File: config.mk
export PLATFORM = sky130hd
export DESIGN_NAME = c3s2_ctrl
export DESIGN_NICKNAME = d
export VERILOG_FILES = /design/src/hw/rtl/c3s2_pkg.sv /design/src/hw/rtl/c3s2_ctrl.sv
export SDC_FILE = /design/constraint.sdc
export NUM_CORES = 1
export LEC_CHECK = 0
export BUFFER_PORTS_ARGS = -buffer_cell sky130_fd_sc_hd__buf_2
export CORE_AREA = 2 2 39 41
export DETAILED_ROUTE_END_ITERATION = 8
export DIE_AREA = 0 0 41 43
export GPL_TIMING_DRIVEN = 0
export PLACE_DENSITY_LB_ADDON = 0.15
export SETUP_SLACK_MARGIN = 0.05
export SLEW_MARGIN = 20
export SYNTH_ARGS = -nofsm -noshare
export SYNTH_HDL_FRONTEND = slang
export SYNTH_SLANG_ARGS = --single-unit
export TNS_END_PERCENT = 100
File: constraint.sdc
create_clock -name clk -period 1.4 [get_ports clk]
set_input_delay 0.28 -clock clk [delete_from_list [all_inputs] [get_ports clk]]
set_output_delay 0.28 -clock clk [all_outputs]
set_load 0.01 [all_outputs]
File: src/hw/rtl/c3s2_pkg.sv
package c3s2_pkg;

	localparam int MaxWidthDef = 64;
	localparam int MaxHeightDef = 64;
	localparam int MaxInChDef = 64;
	localparam int MaxOutChDef = 16;
	localparam int SampleBitsDef = 16;
	localparam int Taps = 3 * 3;
	localparam int SumBits = 48;

	// Register indexes on the configuration port.
	localparam logic [2:0] RegInWidth = 3'd0;
	localparam logic [2:0] RegInHeight = 3'd1;
	localparam logic [2:0] RegInCh = 3'd2;
	localparam logic [2:0] RegOutCh = 3'd3;
	localparam logic [2:0] RegOutWidth = 3'd4;
	localparam logic [2:0] RegOutHeight = 3'd5;

	typedef enum logic [2:0] {
		ST_IDLE,
		ST_SHIFT,
		ST_MAC,
		ST_ACC,
		ST_OUT,
		ST_ADV
	} ctl_state_t;

	// Commands from the controller to the datapath.
	typedef struct packed {
		logic wr_weight;
		logic pix_load;
		logic shift;
		logic tap_clr;
		logic tap_en;
		logic acc_rd;
		logic acc_wr;
		logic out_load;
		logic advance;
	} ctl_cmd_t;

	// Status from the datapath to the controller.
	typedef struct packed {
		logic window;
		logic tap_last;
		logic k_last;
		logic q_last;
		logic out_busy;
	} dp_stat_t;

endpackage

File: src/hw/rtl/c3s2_ctrl.sv
module c3s2_ctrl
	import c3s2_pkg::*;
(
	input  logic       clk,
	input  logic       arst_n,
	input  logic       in_valid,
	input  logic       in_action,
	output logic       in_ready,
	input  dp_stat_t   stat,
	output ctl_cmd_t   cmd
);

	ctl_state_t state_q, state_d;

	// State register.
	always_ff @(posedge clk or negedge arst_n) begin
		if (!arst_n) begin
			state_q <= ST_IDLE;
		end else begin
			state_q <= state_d;
		end
	end

	// Next state.
	always_comb begin
		state_d = state_q;
		case (state_q)
			ST_IDLE: begin
				if (in_valid && in_action) begin
					state_d = ST_SHIFT;
				end
			end
			ST_SHIFT: state_d = stat.window ? ST_MAC : ST_ADV;
			ST_MAC: begin
				if (stat.tap_last) begin
					state_d = ST_ACC;
				end
			end
			ST_ACC: state_d = stat.q_last ? ST_OUT : (stat.k_last ? ST_ADV : ST_MAC);
			ST_OUT: begin
				if (!stat.out_busy) begin
					state_d = stat.k_last ? ST_ADV : ST_MAC;
				end
			end
			ST_ADV: state_d = ST_IDLE;
			default: state_d = ST_IDLE;
		endcase
	end

	// Outputs.
	always_comb begin
		cmd = '0;
		in_ready = 1'b0;
		case (state_q)
			ST_IDLE: begin
				in_ready = 1'b1;
				cmd.wr_weight = in_valid && !in_action;
				cmd.pix_load = in_valid && in_action;
			end
			ST_SHIFT: begin
				cmd.shift = 1'b1;
				cmd.tap_clr = 1'b1;
			end
			ST_MAC: begin
				cmd.tap_en = 1'b1;
				cmd.acc_rd = 1'b1;
			end
			ST_ACC: begin
				cmd.acc_wr = 1'b1;
				cmd.tap_clr = 1'b1;
			end
			ST_OUT: cmd.out_load = !stat.out_busy;
			ST_ADV: cmd.advance = 1'b1;
			default: ;
		endcase
	end

endmodule

==> results.cfg <==
[logic_synthesis]
syn_nets = 47
synth_top_area_cell = dfrtp_1
yosys_register_bits = 3
syn_inst = 38
ys_seq_area_share_pct = 25.4
ys_types = 22
synth_warnings = 0
synth.cell_area_um2 = 295
synth_area_leaders = dfrtp_1 (25%), nor3_1 (8.5%), buf_4 (5.1%), inv_1 (5.1%), o2bb2ai_2 (5.1%)
avgSynthCellArea_um2 = 7.77
synth_top_area_share_pct = 25.4

[pwr]
ir_drop_uv = 869
p_per_area_mw_per_mm2 = 2400
clkPwrFrac_pct = 9.6
switching_share_pct = 38.5
combPwrFrac_pct = 78.1
power.internal_mw = 0.964
p_sw_mw = 0.603
p_seq_share_pct = 12.2
p_leak_nw = 0.331

[clock_network]
clk_latency_ps = 230
cts.sinks = 3
tritoncts = built
clk_transition_reported_paths_ps = 40
cts_buffers = 3
clock_path_buffers = 2
ctsRootBufferMaster = clkbuf_4
htreeDepth = 1

[setup_path]
crit_required_ps = 1120
slowest_delay_ps = 450
critPathLaunchType = register
timing_worst_setup_path_type = register to output port
cp_max_fo = 5
path_cells = or3b_4, nor2_4, buf_6
crit_slowest_cell = dfrtp_2
endpoint_kind = output port
cp_top_family = simple AND/OR/NAND/NOR gates
path_buf_inv = 1
worst_ep_arrival_time_ps = 1320

[detailed_routing]
drt-total-wl_mm = 1.01
via_per_inst = 4.50
avgRoutedWirePerCell_um = 10.9
vias = 414
drcViolationCount = 0
ant_nets = 0
firstDrtPassIters = 4
first_iter_violations = 4

[grt]
grt_max_degree = 11
grt_pass1_vias = 325
met1_usage_pct = 16.1
grt.met3_usage_pct = 0
grt_antenna_before_repair = 0
grt.busiest_layer = met2
globalRouteTotalUtil_pct = 11.5
grt_first_pass_wirelength_mm = 1.37
gr-total-overflow = 0
use_met2_pct = 16.3

[floorplanning]
ios = 19
start_util_pct = 21.3
die_height_um = 43
core_mm2 = 0.00138
row_count = 14
dieArea_mm2 = 0.00176
die_w_um = 41

[layout]
nNetsFinal = 86
multi_input_area_um2 = 221
layout-drive-gt1-share_pct = 65.8
regArea_um2 = 76.3
top_register = state_q
nFillCells = 145
diodes = 0
largest_reg_flops = 3
area_delta_synth_final_pct = 122
top_regs = state_q x3
fin_cells = 92

[sta]
rsz0062_at_grt = yes
whs_ps = 319
fin_tns_setup_ps = -1060
clock_skew_ps = 4.12
post-route-period-util_pct = 115
max_freq_mhz = 624
worst_pin_slew_ps = 389
min_period_ps = 1600
hold_violations = 0
setup_viol = 10
fin_ws_ps = -203
relSlewSlack_pct = 73.9
drv_slew = 0

[placement]
post-dp-hpwl_um = 613
port_buffers = 18
dp_slack_ps = -84.3
place_congestion = 0.741
dpl.cell_count = 72

[min_path]
min_path_type = input pin to register

[status]
violations = negative setup slack
status = complete, but fails checks

[flow_run]
drv_cap = 0
==> layout by cell type (no fill, tap or decap), types with 2 or more instances in the layout <==
cell / n
nor2_1: 3
dfrtp_1: 2
buf_6: 9
and3_1: 2
nor3_1: 3
buf_4: 12
clkbuf_4: 3
nand2_1: 3
inv_1: 3
buf_2: 14
==> area by class of cell <==
type	count	share of cell area [%]
multi-input combinational	28	33.8
timing repair buffer	35	41.7
clock buffer	4	4.02
buffer	2	2.87
inverter	4	2.87
tap	16	3.06
sequential	3	11.7
==> synth_stat cells <==
| cell type | count |
|---|---|
| o32ai_1 | 1 |
| buf_4 | 2 |
| nand2_1 | 3 |
| and2_1 | 2 |
| o2bb2ai_2 | 1 |
| o31ai_1 | 1 |
| o21ai_0 | 1 |
| o22ai_1 | 1 |
| a22oi_1 | 1 |
| inv_1 | 4 |
| a21oi_1 | 1 |
| or3b_4 | 1 |
| a31oi_1 | 1 |
| nor3_1 | 5 |
| o2bb2ai_1 | 1 |
| and2b_1 | 1 |
| nor2_4 | 1 |
| and3_1 | 2 |
| clkbuf_2 | 1 |
| nor4_2 | 1 |
| nor2_1 | 3 |
| dfrtp_1 | 3 |
==> worst register-to-register path, stage by stage, from the launching register on <==
cell,delay [ps]
dfrtp_2,450
or3b_4,430
buf_4,150
buf_6,110
o32ai_2,110
a31oi_1,80
o2bb2ai_2,140
==> power by group through the flow <==
stage,Combinational (mW),Sequential [mW],Clock (mW)
after global placement,0.682,0.169,0
after CTS,0.973,0.171,0.160
after detailed placement,0.678,0.169,0
final,1.22,0.192,0.151
after floorplan,0.487,0.158,0
after global routing,1.33,0.197,0.160
==> per-stage QoR <==
| stage | utilization (%) | instance area (um^2) | power, mW |
|---|---|---|---|
| 5_1_grt | 47.3 | 654 | 1.69 |
| 6_report | 47.3 | 654 | 1.57 |
| 2_1_floorplan | - | 305 | 0.645 |
| 3_5_place_dp | 30.0 | 415 | 0.848 |
| 4_1_cts | 40.6 | 562 | 1.30 |
| 3_3_place_gp | 30.0 | 415 | 0.850 |
==> repair_timing <==
action,CTS,global route
pin swaps,2,7
hold buffers,1,0
setup endpoints to repair,12,12
buffers inserted,9,8
gates resized for setup,10,9
endpoints found under the hold margin,3,0
==> cell families (layout without fill, tap and decap cells) <==
logic type / Yosys count / after routing / synth area share [%]
AOI/OAI and AO/OA: 9 / 9 / 23.7
buffers and inverters: 7 / 45 / 11.9
DFF: 3 / 3 / 25.4
and+or+nand+nor: 19 / 19 / 39.0
==> path summary, 6_finish.rpt <==
path,slack [ps],start,cells past startpoint,endpoint
worst max-delay path,-200,state_q[1],3,cmd[1]
worst min-delay path,320,stat[3],3,state_q[1]
worst max register to register,-130,state_q[1],6,state_q[1]
worst min register to register,860,state_q[0],4,state_q[1]
max in group asynchronous,900,arst_n,2,state_q[1]
min in group asynchronous,370,arst_n,2,state_q[1]
==> layer usage <==
layer  wire length (um)  vias up
li1                   -      215
met1                437      190
met2                534        9
met3                 35        0
met4                  0        0
met5                  0        -
Note: power is estimated with default switching activity, not from simulation.
